File: config.mk
export PLATFORM = sky130hd
export DESIGN_NAME = smr_fifo
export DESIGN_NICKNAME = d
export VERILOG_FILES = /design/src/rtl/smr_fifo.sv
export VERILOG_INCLUDE_DIRS = /design/src /design/src/rtl
export SDC_FILE = /design/constraint.sdc
export NUM_CORES = 1
export LEC_CHECK = 0
export BUFFER_PORTS_ARGS = -buffer_cell sky130_fd_sc_hd__buf_4
export CORE_ASPECT_RATIO = 1.5
export CORE_UTILIZATION = 50
export DETAILED_ROUTE_END_ITERATION = 16
export HOLD_SLACK_MARGIN = 0.1
export PLACE_DENSITY = 0.77
export SLEW_MARGIN = 10
export SYNTH_ARGS = -nofsm -noshare
export SYNTH_HDL_FRONTEND = slang
export SYNTH_SLANG_ARGS = --single-unit
File: constraint.sdc
create_clock -name clk -period 3.3 [get_ports clk]
set_clock_uncertainty 0.2 [all_clocks]
set_input_delay 0.66 -clock clk [delete_from_list [all_inputs] [get_ports clk]]
set_output_delay 0.66 -clock clk [all_outputs]
set_load 0.005 [all_outputs]
File: src/rtl/assert_macros.svh
`ifndef ASSERT_MACROS_SVH
`define ASSERT_MACROS_SVH

// cond must hold on every clock edge out of reset
`define SMR_ASSERT_ALWAYS(label, clk, rst, cond, msg) \
  label: assert property (@(posedge clk) disable iff (rst) (cond)) else $error(msg);

// cons must hold in the same cycle as ante
`define SMR_ASSERT_IMPLIES(label, clk, rst, ante, cons) \
  label: assert property (@(posedge clk) disable iff (rst) (ante) |-> (cons)) else $error("%m");

// cons must hold in the cycle after ante
`define SMR_ASSERT_NEXT(label, clk, rst, ante, cons) \
  label: assert property (@(posedge clk) disable iff (rst) (ante) |=> (cons)) else $error("%m");

`endif

File: src/rtl/smr_fifo.sv
`include "assert_macros.svh"

module smr_fifo #(
  parameter int WIDTH = 8,
  parameter int DEPTH = 4
) (
  input  logic                       clk,
  input  logic                       rst,
  input  logic                       push,
  input  logic [WIDTH-1:0]           wdata,
  input  logic                       pop,
  output logic [WIDTH-1:0]           rdata,
  output logic                       full,
  output logic                       empty,
  output logic [$clog2(DEPTH+1)-1:0] count
);

  localparam int PW = $clog2(DEPTH);
  localparam int CW = $clog2(DEPTH + 1);

  logic [WIDTH-1:0] mem [DEPTH];
  logic [PW-1:0]    wr_ptr;
  logic [PW-1:0]    rd_ptr;
  logic             do_push;
  logic             do_pop;

  assign full    = (count == CW'(DEPTH));
  assign empty   = (count == '0);
  assign do_push = push && !full;
  assign do_pop  = pop && !empty;
  assign rdata   = mem[rd_ptr];

  always_ff @(posedge clk) begin
    if (do_push) begin
      mem[wr_ptr] <= wdata;
    end
  end

  always_ff @(posedge clk) begin
    if (rst) begin
      wr_ptr <= '0;
      rd_ptr <= '0;
      count  <= '0;
    end else begin
      if (do_push) begin
        wr_ptr <= (wr_ptr == PW'(DEPTH - 1)) ? '0 : wr_ptr + PW'(1);
      end
      if (do_pop) begin
        rd_ptr <= (rd_ptr == PW'(DEPTH - 1)) ? '0 : rd_ptr + PW'(1);
      end
      case ({do_push, do_pop})
        2'b10:   count <= count + CW'(1);
        2'b01:   count <= count - CW'(1);
        default: count <= count;
      endcase
    end
  end

  `SMR_ASSERT_ALWAYS(a_count_bound, clk, rst, count <= CW'(DEPTH), "fifo count overflow")
  `SMR_ASSERT_IMPLIES(a_no_push_full, clk, rst, push, !full)

endmodule

### After elaboration in Yosys (flattened, before gate mapping)

Memory sizes are Yosys's and may differ from the RTL's. A register that Yosys moved wholly into a read port is not among the register bits.
Index checks and enable logic that the tools add are counted.

| operators by class | value |
|---|---|
| add/subtract/negate cells | 4 |
| eq/ne operators | 5 |
| mux-type cells | 7 |
| reduce and logical (&&, ||, !) cells | 6 |

Operator list:

| kind | number |
|---|---|
| $mux 2 | 4 |
| $eq 2x2->1 const B | 3 |
| $pmux 3 s2 | 1 |
| $add 2x1->2 const B | 2 |
| $add 3x1->3 const B | 1 |
| $eq 3x3->1 const B | 1 |
| $logic_not 3->1 | 1 |
| $sub 3x1->3 const B | 1 |
| $eq 2x1->1 const B | 1 |
| $logic_and 1x1->1 | 2 |
| $logic_not 1->1 | 2 |
| $mux 1 | 2 |
| $reduce_bool 2->1 | 1 |

| word-level totals | value |
|---|---|
| register bits after elaboration | 7 |
| memory bits (writable) | 32 |
| input bits | 12 |
| logic and storage cells | 26 |
| memories kept | 1 |

Memory list:

| name | depth | bits a word | read ports | clocked after memory_dff | wr ports | RTL line | text |
|---|---|---|---|---|---|---|---|
| mem | 4 | 8 | 1 | 1 | 1 | smr_fifo.sv:21 | `logic [WIDTH-1:0] mem [DEPTH];` |

### Longest topological paths before layout

| logic depth | value |
|---|---|
| depth after elaboration | 5 |
| gate-level depth with buffers | 10 |
| mapped depth without buffers | 9 |

### Least setup slack after synthesis

OpenSTA, ideal clock, no wires.

| timing | value |
|---|---|
| kind | reg-to-reg |
| start point | register count[2] |
| end point | register count[2] |
| library setup time | 0.070 ns |
| arrival | 2.318 ns |
| data required time | 3.030 ns |
| path slack | 0.712 ns |
| cell stages (with the launch flop) | 11 |
| path buffers | 1 |
| cells stage by stage | dfxtp_1 or3b_1 buf_6 and2_4 inv_1 ha_1 inv_1 fa_1 xor2_1 or3_2 a21oi_1 |

| between the ends | value |
|---|---|
| cells in the longest elaborated chain, start to end | 5 |

Ends and longest elaborated chain:

| item | RTL line | text |
|---|---|---|
| start, declared | smr_fifo.sv:15 | `output logic [$clog2(DEPTH+1)-1:0] count` |
| start signal, assigned | smr_fifo.sv:52 | `2'b10: count <= count + CW'(1);` |
| start signal, assigned | smr_fifo.sv:53 | `2'b01: count <= count - CW'(1);` |
| start signal, assigned | smr_fifo.sv:54 | `default: count <= count;` |
| $eq 3x3->1 / $logic_not 3->1 (equally long branches) | smr_fifo.sv:27, smr_fifo.sv:28 |  |
| $logic_not 1->1, on equally long branches | smr_fifo.sv:29, smr_fifo.sv:30 |  |
| $logic_and 1x1->1, on equally long branches | smr_fifo.sv:29, smr_fifo.sv:30 |  |
| $eq 2x1->1 / $eq 2x2->1 (equally long branches) | smr_fifo.sv:51 | `case ({do_push, do_pop})` |
| $pmux 3 s2 / $reduce_bool 2->1 (equally long branches) | n/a |  |

Several ways; a longest one is shown, not always the timed one.
A chain may end at the register's enable or synchronous reset.

### Final worst setup path

Ends and elaborated chain as after synthesis.

==> results.cfg <==
[status]
status = completed

[routing]
drcViolationCount = 0
drt-initial-drc-count = 10
firstDrtPassIters = 3
postRouteAntennaNets = 0
wl_met2_um = 1401
wl_met3_um = 112
routed_wirelength_um = 2437
wl_per_cell_um = 14.86
met1_length_um = 866
vias = 874
viasPerCell = 5.329
top_layer_used = met4

[yosys]
synth_top_family_by_area = multiplexers
ys_dominant_reg_cell = edfxtp_1
syn_inst = 96
synth-warning-count = 0
yosys.area_share.simple = 0.05923
yosysSeqAreaShare = 0.6925
synth_compound_area_frac = 0.03189
syn_area_sq_um = 1648
synth_xor_area_frac = 0.01063
synth_adder_area_share = 0.05771
syn_area_per_cell_sq_um = 17.16
synth_mux_area_frac = 0.1154
synth.top_cells.by_area = edfxtp_1 58%, dfxtp_1 11%, mux4_2 11%
synth_enable_flop_cells = 32
synth_area_leader_cell = edfxtp_1
synth.net_count = 115
synth_seq_cells = 41
yosysMostFrequentCell = edfxtp_1
yosys.cell_types.count = 27
synthArstFlopShare = 0
synth_common_cells = 32 x edfxtp_1, 9 x dfxtp_1, 8 x inv_1, 8 x mux4_2, 6 x ha_1
yosysTopAreaCellShare = 0.5831

[placed_design]
dp.cells = 156
place_congestion = 0.7201
dp_hpwl_um = 1783
io_buffer_count = 24

[worst_setup_path]
worst-setup-path-type = reg2reg
end_kind = register
crit_top_cell = inv_1
arrival_ps = 2760
worst_setup_path_start_kind = register
path_delay_family = simple AND/OR/NAND/NOR gates
required_ps = 3320
startpoint = count[2]
crit_slowest_cell = or3b_1
crit_buf_inv = 2
cpPeakStageDelay_ps = 490
reg2reg_depth = 9
reg2reg_from = count[2]
crit_chain = or3b_1 > and2_4 > inv_1 > ha_1 > inv_1 > fa_1 > xor2_1 > or3_2 > a21oi_1
cp_max_fo = 9
cp.depth = 9

[grt]
grt_pass1_wl_um = 4126
grt_pass1_vias = 900
grt_usage = 0.1660
grt_max_degree = 13
antenna_found_initial = 0
grt-ovfl-total = 0

[sta]
fmax_mhz = 365.5
holdWs_ps = 293.5
setup_viol = 0
final-hold-violation-count = 0
worstMarginPinSlew_ps = 527.9
finalSetupTns_ps = 0
drv_slew = 0
relSlewSlack = 0.6476
rsz0062_at_grt = false
fin_crit_sh = 0.8291
fin_crit_ps = 2736

[layout]
fill_cells = 244
register_area_sq_um = 1141
area_growth_pct = 19.59
multi_input_area_sq_um = 452.9
final_nets = 142
drive_gt1_frac = 0.3548
fin_cells = 164
num_antenna_cells = 0

[min_path]
min-delay-start = rd_ptr[0]
hp-class = reg2reg
hold-path-cell-count = 2

[floorplanning]
die_w_um = 48.88
die_height_um = 72.31
core_area_sq_um = 3159
start_util = 0.5216
io_pins = 25
die_area_sq_um = 3534
rows = 25

[cts]
cts_root_buf = clkbuf_8
cts_max_level = 2
max-clock-path-buffers = 2
ctsHoldBuffers = 0
cts_made_buffers = 5
postCtsSetupRepairBufs = 0
cts_tree = done
cts_resized = 0
clkLatencyLatePin_ps = 280
clock_sinks = 41
cts.clk_slew.worst_paths_ps = 70

[pwr]
power.density_nw_per_um2 = 736.2
power_uw = 1451
leakage_uw = 0.0007489
vdd_drop_max_mv = 0.5573

[job]
max_cap_viol_count = 0
routing by layer:
| layer | global-route usage | vias to the layer above |
|---|---|---|
| met5 | 0 | - |
| met4 | 0.08824 | 0 |
| met3 | 0.05241 | 7 |
| met2 | 0.3148 | 24 |
| met1 | 0.1550 | 429 |
| li1 | - | 414 |
stage by stage:
stage | cell area (sq um) | utilization | setup slack (ps)
detailed placement | 1854 | 0.5869 | 565.1
floorplan | 1648 | - | 712.1
finish | 1971 | 0.6238 | 564.1
global route | 1971 | 0.6238 | 419.3
global placement | 1854 | 0.5869 | 657.6
CTS | 1971 | 0.6238 | 545.5
worst reg2reg max path, cell delays in order (launching register included):
cell	delay [ps]
dfxtp_1	400
or3b_1	490
and2_4	210
inv_1	50
ha_1	180
inv_1	60
fa_1	370
xor2_1	170
or3_2	410
a21oi_1	140
state kept, by name (all words and copies together), names as in the netlist, named ones only:
name and flops:
wr_ptr 2, mem 32, rd_ptr 2, count 3
power breakdown:
part	internal [uW]	switching, uW
Sequential	628	63.6
Combinational	211	150
Clock	246	152
Total	1090	366
cells by family after synthesis:
family | after synthesis
compound gates | 8
xor+xnor | 2
fa+ha+maj | 7
buf+inv | 12
flops | 41
mux | 9
simple gates | 17
layout by cell type (no fill, tap or decap), drive strengths merged, types with 2 or more instances in the layout:
cell | netlist | routed
inv | 8 | 8
clkbuf | 1 | 7
nor2 | 4 | 4
a21oi | 4 | 4
or3 | 2 | 2
buf | 3 | 24
dfxtp | 9 | 9
o31ai | 2 | 2
edfxtp | 32 | 32
ha | 6 | 6
xor2 | 2 | 2
nor3 | 2 | 2
mux4 | 8 | 8
and3 | 4 | 4
nand3 | 2 | 2
layout make-up:
class,count,share of cell area
Sequential cell,41,0.5790
Multi-Input combinational cell,43,0.2298
Clock inverter,1,0.01524
Tap cell,40,0.02540
Timing Repair Buffer,24,0.09143
Clock buffer,7,0.04381
Inverter,8,0.01524
worst paths after layout:
kind / end / slack, ps
worst min-delay path: rd_ptr[0] / 290
worst min register to register: rd_ptr[0] / 290
worst max register to register: count[2] / 560
worst max-delay path: count[2] / 560
No activity file was read; power rests on OpenSTA's default activity.
