<file path="src/rtl/assert_macros.svh">
`ifndef ASSERT_MACROS_SVH
`define ASSERT_MACROS_SVH

// cond must hold on every clock edge out of reset
`define SMR_ASSERT_ALWAYS(label, clk, rst, cond, msg) \
  label: assert property (@(posedge clk) disable iff (rst) (cond)) else $error(msg);

// cons must hold in the same cycle as ante
`define SMR_ASSERT_IMPLIES(label, clk, rst, ante, cons) \
  label: assert property (@(posedge clk) disable iff (rst) (ante) |-> (cons)) else $error("%m");

// cons must hold in the cycle after ante
`define SMR_ASSERT_NEXT(label, clk, rst, ante, cons) \
  label: assert property (@(posedge clk) disable iff (rst) (ante) |=> (cons)) else $error("%m");

`endif

</file>
<file path="src/rtl/smr_pkg.sv">
package smr_pkg;

  localparam int SMR_STORE_DEPTH = 2048;

  localparam int COUNT_W   = 16;
  localparam int PULSE_W   = 11;
  localparam int ADC_W     = 12;
  localparam int RECLEN_W  = 12;
  localparam int CFG_IDX_W = 2;
  localparam int CFG_DATA_W = 16;

  localparam logic [CFG_IDX_W-1:0] REG_PERIOD_US     = 2'd0;
  localparam logic [CFG_IDX_W-1:0] REG_RECORD_LENGTH = 2'd1;
  localparam logic [CFG_IDX_W-1:0] REG_ADC_LOW       = 2'd2;
  localparam logic [CFG_IDX_W-1:0] REG_ADC_HIGH      = 2'd3;

  localparam logic [1:0] ACT_TICK   = 2'd0;
  localparam logic [1:0] ACT_SAMPLE = 2'd1;
  localparam logic [1:0] ACT_BUTTON = 2'd2;

  localparam logic [COUNT_W-1:0]  PERIOD_RST   = 16'd20000;
  localparam logic [RECLEN_W-1:0] RECLEN_RST   = 12'd2000;
  localparam logic [ADC_W-1:0]    ADC_LOW_RST  = 12'd100;
  localparam logic [ADC_W-1:0]    ADC_HIGH_RST = 12'd4000;
  localparam logic [ADC_W-1:0]    ADC_FULL     = 12'd4095;
  localparam logic [PULSE_W-1:0]  PULSE_RST    = 11'd1500;
  localparam logic [PULSE_W-1:0]  PULSE_MIN    = 11'd1000;
  localparam logic [PULSE_W-1:0]  PULSE_MAX    = 11'd2000;
  localparam logic [9:0]          ADC_SCALE    = 10'd1000;

  localparam int MID_DEPTH = 4;
  localparam int OUT_DEPTH = 2;
  localparam int MID_CNT_W = $clog2(MID_DEPTH + 1);

  typedef enum logic [1:0] {
    OP_TICK,
    OP_SAMPLE,
    OP_BUTTON,
    OP_NOP
  } op_t;

  typedef enum logic [1:0] {
    MODE_MANUAL = 2'd0,
    MODE_RECORD = 2'd1,
    MODE_PLAY   = 2'd2
  } mode_t;

  typedef struct packed {
    logic [COUNT_W-1:0]  period_us;
    logic [RECLEN_W-1:0] record_length;
    logic [ADC_W-1:0]    adc_low;
    logic [ADC_W-1:0]    adc_high;
  } cfg_t;

  typedef struct packed {
    op_t                op;
    logic [PULSE_W-1:0] pulse;
  } mid_item_t;

  typedef struct packed {
    logic               servo_level;
    logic [PULSE_W-1:0] pulse_width;
    logic [1:0]         mode;
    logic               rec_led;
    logic               frame_start;
    logic               record_full;
  } result_t;

endpackage

</file>
<file path="src/rtl/smr_front.sv">
module smr_front import smr_pkg::*; (
  input  logic                 clk,
  input  logic                 rst,
  input  logic                 push,
  input  logic [1:0]           action,
  input  logic [ADC_W-1:0]     adc_value,
  input  cfg_t                 cfg,
  input  logic [MID_CNT_W-1:0] q_count,
  output logic                 full,
  output logic                 q_push,
  output mid_item_t            q_item
);

  // adc * 1000 needs 22 bits; quotient by 4095 fits 10 bits
  localparam int X_W = ADC_W + 10;
  localparam int E_W = X_W - ADC_W;

  logic               v1;
  logic               v2;
  op_t                op_in;
  op_t                op1;
  op_t                op2;
  logic               below1;
  logic               above1;
  logic               below2;
  logic               above2;
  logic [X_W-1:0]     x1;
  logic [X_W-1:0]     x2;
  logic [E_W-1:0]     e2;
  logic [X_W-1:0]     est_sum;
  logic [X_W-1:0]     prod;
  logic [X_W-1:0]     rem;
  logic               inc;
  logic [PULSE_W-1:0] pulse;
  logic [MID_CNT_W:0] credit;

  // in-flight items reserve queue slots
  assign credit = {1'b0, q_count} + (MID_CNT_W+1)'(v1) + (MID_CNT_W+1)'(v2);
  assign full   = (credit >= (MID_CNT_W+1)'(MID_DEPTH));

  always_comb begin
    case (action)
      ACT_TICK:   op_in = OP_TICK;
      ACT_SAMPLE: op_in = OP_SAMPLE;
      ACT_BUTTON: op_in = OP_BUTTON;
      default:    op_in = OP_NOP;
    endcase
  end

  // x/4095 estimate via x*4097/2^24, low by at most one
  assign est_sum = x1 + (x1 >> ADC_W);
  assign prod    = {e2, {ADC_W{1'b0}}} - X_W'(e2);
  assign rem     = x2 - prod;
  assign inc     = (rem >= X_W'(ADC_FULL));

  always_comb begin
    if (below2) begin
      pulse = PULSE_MIN;
    end else if (above2) begin
      pulse = PULSE_MAX;
    end else begin
      pulse = PULSE_MIN + PULSE_W'(e2) + PULSE_W'(inc);
    end
  end

  always_ff @(posedge clk) begin
    if (rst) begin
      v1 <= 1'b0;
      v2 <= 1'b0;
    end else begin
      v1 <= push && !full;
      v2 <= v1;
    end
  end

  always_ff @(posedge clk) begin
    op1    <= op_in;
    below1 <= (adc_value < cfg.adc_low);
    above1 <= (adc_value > cfg.adc_high);
    x1     <= X_W'(adc_value) * X_W'(ADC_SCALE);
    op2    <= op1;
    below2 <= below1;
    above2 <= above1;
    x2     <= x1;
    e2     <= est_sum[X_W-1 -: E_W];
  end

  assign q_push       = v2;
  assign q_item.op    = op2;
  assign q_item.pulse = pulse;

endmodule

</file>
<file path="config.mk">
export PLATFORM = sky130hd
export DESIGN_NAME = smr_front
export DESIGN_NICKNAME = d
export VERILOG_FILES = /design/src/rtl/assert_macros.svh /design/src/rtl/smr_pkg.sv /design/src/rtl/smr_front.sv
export SDC_FILE = /design/constraint.sdc
export NUM_CORES = 1
export LEC_CHECK = 0
export ABC_AREA = 1
export BUFFER_PORTS_ARGS = -buffer_cell sky130_fd_sc_hd__buf_4
export CORE_ASPECT_RATIO = 1.4
export CORE_MARGIN = 2
export CORE_UTILIZATION = 40
export CTS_BUF_LIST = sky130_fd_sc_hd__clkbuf_8 sky130_fd_sc_hd__clkbuf_16
export DETAILED_ROUTE_END_ITERATION = 8
export PLACE_DENSITY = 0.71
export SYNTH_ARGS = -nofsm -noshare
export SYNTH_HDL_FRONTEND = slang
export SYNTH_SLANG_ARGS = --single-unit
export TNS_END_PERCENT = 10
</file>
<file path="constraint.sdc">
create_clock -name clk -period 8 [get_ports clk]
set_input_delay 1.6 -clock clk [delete_from_list [all_inputs] [get_ports clk]]
set_output_delay 1.6 -clock clk [all_outputs]
set_load 0.005 [all_outputs]
</file>
After elaboration in Yosys (flattened, before gate mapping)
Index checks and enable logic that the tools add are counted.

storage, ports and cells
  output and inout port bits = 15
  flip-flop bits (word level) = 58
  input bits = 72

operators by class
  multiply operators = 1
  equal/unequal tests = 2
  reductions and logical operators = 3
  mux-type cells = 3
  add/subtract/negate cells = 7
  magnitude comparators = 4

operator list
  operator                                                              number
  adder 22 x 10 -> 22 bit                                               1
  greater-or-equal comparator 22 x 12 -> 1 bit (second input constant)  1
  2-to-1 mux 11 bit                                                     2
  subtractor 22 x 10 -> 22 bit                                          1
  subtractor 22 bit                                                     1
  multiplier 12 x 7 -> 19 bit (second input constant)                   1
  > comparator 12 bit                                                   1
  less-than comparator 12 bit                                           1
  adder 10 x 10 -> 11 bit (first input constant)                        1
  adder 11 x 1 -> 11 bit                                                1
  case mux 2 bit (3 select lines)                                       1
  adder 3 x 1 -> 4 bit                                                  1
  adder 4 x 1 -> 4 bit                                                  1
  greater-or-equal comparator 4 x 3 -> 1 bit (second input constant)    1
  equality test 2 x 1 -> 1 bit (second input constant)                  1
  equality test 2 bit (second input constant)                           1
  zero test 2 bit                                                       1
  logical AND 1 bit                                                     1
  zero test 1 bit                                                       1

Logic depth before layout (Yosys ltp)
  word-level depth = 6
  mapped depth = 27
  gate-level depth less buffers = 27

Worst setup path before layout
Ideal clock, no wire load.

  kind = input to register
  start = in adc_value[0]
  end = reg x1[18]
  required time = 7.880 ns
  cell stages on the path = 15
  setup slack = 2.986 ns
  setup time = 0.120 ns
  arrival time = 4.894 ns
  cell sequence = fa_1 inv_1 fa_1 fa_1 inv_1 fa_1 ha_1 a21oi_1 nand2_1 a21boi_2 inv_1 a21o_1 nand3_1 nand2_1 xor2_1

between the ends
  word-level cells in the longest chain between the ends = 1

ends and longest elaborated chain
  what                         RTL line         text
  from (decl)                  smr_front.sv:6   input logic [ADC_W-1:0] adc_value,
  multiplier 12 x 7 -> 19 bit  smr_front.sv:80  x1 <= X_W'(adc_value) * X_W'(ADC_SCALE);
  to (signal assigned)         smr_front.sv:80
  to (decl)                    smr_front.sv:27  logic [X_W-1:0] x1;

No other way between the ends.
A chain may end at the register's enable or synchronous reset.

==> impl_metrics.tcl <==
set metrics [dict create \
    status "completed" \
    cts_tree "done" \
    grt_pass1_wl_mm 22.8 \
    crit_family "simple AND/OR/NAND/NOR gates" \
    critPathLaunchType "flop" \
    die_w_um 108 \
    h-tree-depth 3 \
    syn-num-nets 1034 \
    fin_crit_ns 5.70 \
    clockBufferDepth 2 \
    tightest_slew_ns 0.406 \
    cpMaxStageDelayCell "dfxtp_1" \
    ys_ff_latch 58 \
    rrSetupSlack_ns 6.14 \
    worst_r2r_endpoint "e2[6]" \
    drive_gt1_share_pct 12.2 \
    dp_hpwl_mm 11.6 \
    reg2regPathDepth 9 \
    clk_pin_slew_ns 0.05 \
    row_count 53 \
    hold_slack_ns 0.326 \
    cp_data_arrival_time_ns 4.10 \
    wl_mm 13.4 \
    io_pins 87 \
    gp_congestion 0.917 \
    chipHeight_um 150 \
    drcViolationCount 0 \
    critPathMaxStageDelay_ns 0.43 \
    setup_viol_count_final 0 \
    avgSynthCellArea_um2 7.53 \
    ys_seq_area_share_pct 19.0 \
    post_cts_resized 0 \
    diodes 0 \
    crit_fanout 5 \
    cts_made_buffers 9 \
    hold_viol_final 0 \
    whs_endpoint "op2[0]" \
    cts.hold.buffers_added 0 \
    insertion_delay_ns 0.32 \
    drt_pass1_iterations 4 \
    whs_path_depth 0 \
    synth.distinct_cells 36 \
    via_per_inst 4.84 \
    rsz0062_at_grt "false" \
    port_buffers 58 \
    antenna_found_initial 0 \
    final_util_pct 47.2 \
    max-slew-margin-rel_pct 72.8 \
    drtAntennaViolNets 0 \
    syn_area_um2 6100 \
    yosysWarnings 0 \
    area_delta_synth_final_pct 16.0 \
    nets 1101 \
    grt-ovfl-total 0 \
    crit_required_ns 6.40 \
    drt-initial-drc-count 184 \
    final_common_cell "nand2_1" \
    grt_start_max_net_pins 11 \
    crit_top_cell "nand2_1" \
    max_freq_mhz 175 \
    cts.sinks 58 \
    rr_startpoint "x1[16]" \
    grt_use_total_pct 17.7 \
    drv_slew 0 \
    min_from "op1[0]" \
    cts_setup_buffers 0 \
    final_cell_mix "nand2_1 (180), inv_1 (165), ha_1 (114)" \
    vias 5201 \
    critPathCaptureType "output port" \
    root_buffer "clkbuf_16" \
    setup_slack_ns 2.30 \
    fin_skew_ns 0.00523 \
    cap_violations 0 \
    grt_pass1_vias 5260 \
    start_util_pct 40.7 \
    fin_setup_tns_ns 0 \
    drt-wirelength-per-cell_um 12.5 \
    syn-instance-count 810 \
    critPathBufInv 4 \
    critPathKind "flop to output port" \
    hp-class "flop to flop" \
    dpl_worst_slack_ns 2.62 \
    fin_crit_sh_pct 71.3 \
    dieArea_um2 16300 \
    fp.coreArea_um2 15000 \
]
-- worst max path at each step --
| stage | from | to | depth (start not counted) |
|---|---|---|---|
| floorplan | adc_value[0] | x1[18] | 15 |
| global placement | e2[8] | q_item[8] | 25 |
| detailed placement | e2[8] | q_item[10] | 25 |
| CTS | e2[8] | q_item[10] | 25 |
| global route | e2[8] | q_item[10] | 26 |
| finish | e2[8] | q_item[10] | 25 |
-- cells in the mapped netlist --
cell | n | area, µm²
nor2_1 | 48 | 180
fa_1 | 38 | 761
o21ai_0 | 15 | 75.1
nand2_1 | 180 | 676
nand3_1 | 43 | 215
xor2_1 | 17 | 149
nor3b_1 | 1 | 7.51
a21o_1 | 2 | 15.0
nor2_4 | 3 | 33.8
a31oi_1 | 2 | 12.5
dfxtp_1 | 58 | 1160
a21boi_1 | 1 | 7.51
o31ai_1 | 1 | 7.51
nor4_1 | 2 | 12.5
nand3_2 | 3 | 30.0
nor3_1 | 4 | 20.0
o21ai_1 | 1 | 5.00
inv_2 | 5 | 18.8
and2_1 | 1 | 6.26
o21bai_2 | 1 | 11.3
nand3b_1 | 8 | 60.1
a21boi_0 | 1 | 7.51
a21oi_1 | 45 | 225
nor2_2 | 9 | 56.3
o21bai_1 | 3 | 22.5
xnor2_1 | 8 | 70.1
clkbuf_1 | 2 | 7.51
a221oi_1 | 1 | 8.76
nand4_1 | 14 | 87.6
nor3_2 | 2 | 20.0
a21boi_2 | 1 | 11.3
a21oi_2 | 1 | 8.76
inv_1 | 165 | 619
ha_1 | 114 | 1430
o211ai_1 | 1 | 7.51
nand2_2 | 9 | 56.3
-- routing by layer --
metal  routed length, µm  track usage [%]  up-vias
met3                 309             1.60       45
met5                   0                0        -
met1                4970             17.8     2363
li1                    -                -     2688
met4                 701             10.3        0
met2                7420             34.7      105
-- cells by family after synthesis --
group           after synthesis  share of synthesized area, %
compound gates               76                          6.97
xor+xnor                     25                          3.59
fa+ha+maj                   152                          35.9
buf+inv                     172                          10.6
flops                        58                          19.0
simple gates                327                          24.0
-- flip-flops by register name, summed over array words and instances (netlist names) --
| register | cells |
|---|---|
| q_push | 1 |
| op1 | 2 |
| above2 | 1 |
| above1 | 1 |
| v1 | 1 |
| x2 | 19 |
| below1 | 1 |
| op2 | 2 |
| x1 | 19 |
| below2 | 1 |
| e2 | 10 |
-- through the flow --
step / area [µm²] / std cells
5_1_grt: 7070 / 1074
3_3_place_gp: 6770 / 1058
6_report: 7070 / 1074
2_1_floorplan: 6100 / 810
4_1_cts: 7070 / 1074
3_5_place_dp: 6770 / 1058
-- cell type report --
type                       count  area [µm²]
fill                        1502        7910
multi-input combinational    580        4290
sequential                    58        1160
inverter                     170         638
timing repair buffer          58         435
clock buffer                  11         253
tap                          192         240
clock inverter                 5        52.6
-- worst reg2reg max path: stages (launching register included) --
cell      delay (ns)
dfxtp_1         0.37
ha_1            0.30
nand3_1         0.08
nand2_1         0.09
a21oi_1         0.13
o21bai_2        0.15
nand3_2         0.14
nor2_2          0.22
nand3_1         0.12
xor2_1          0.15
Power is left out: the tool's default activity adds up to more than one toggle a clock period on the data nets, which glitch-free logic cannot reach.
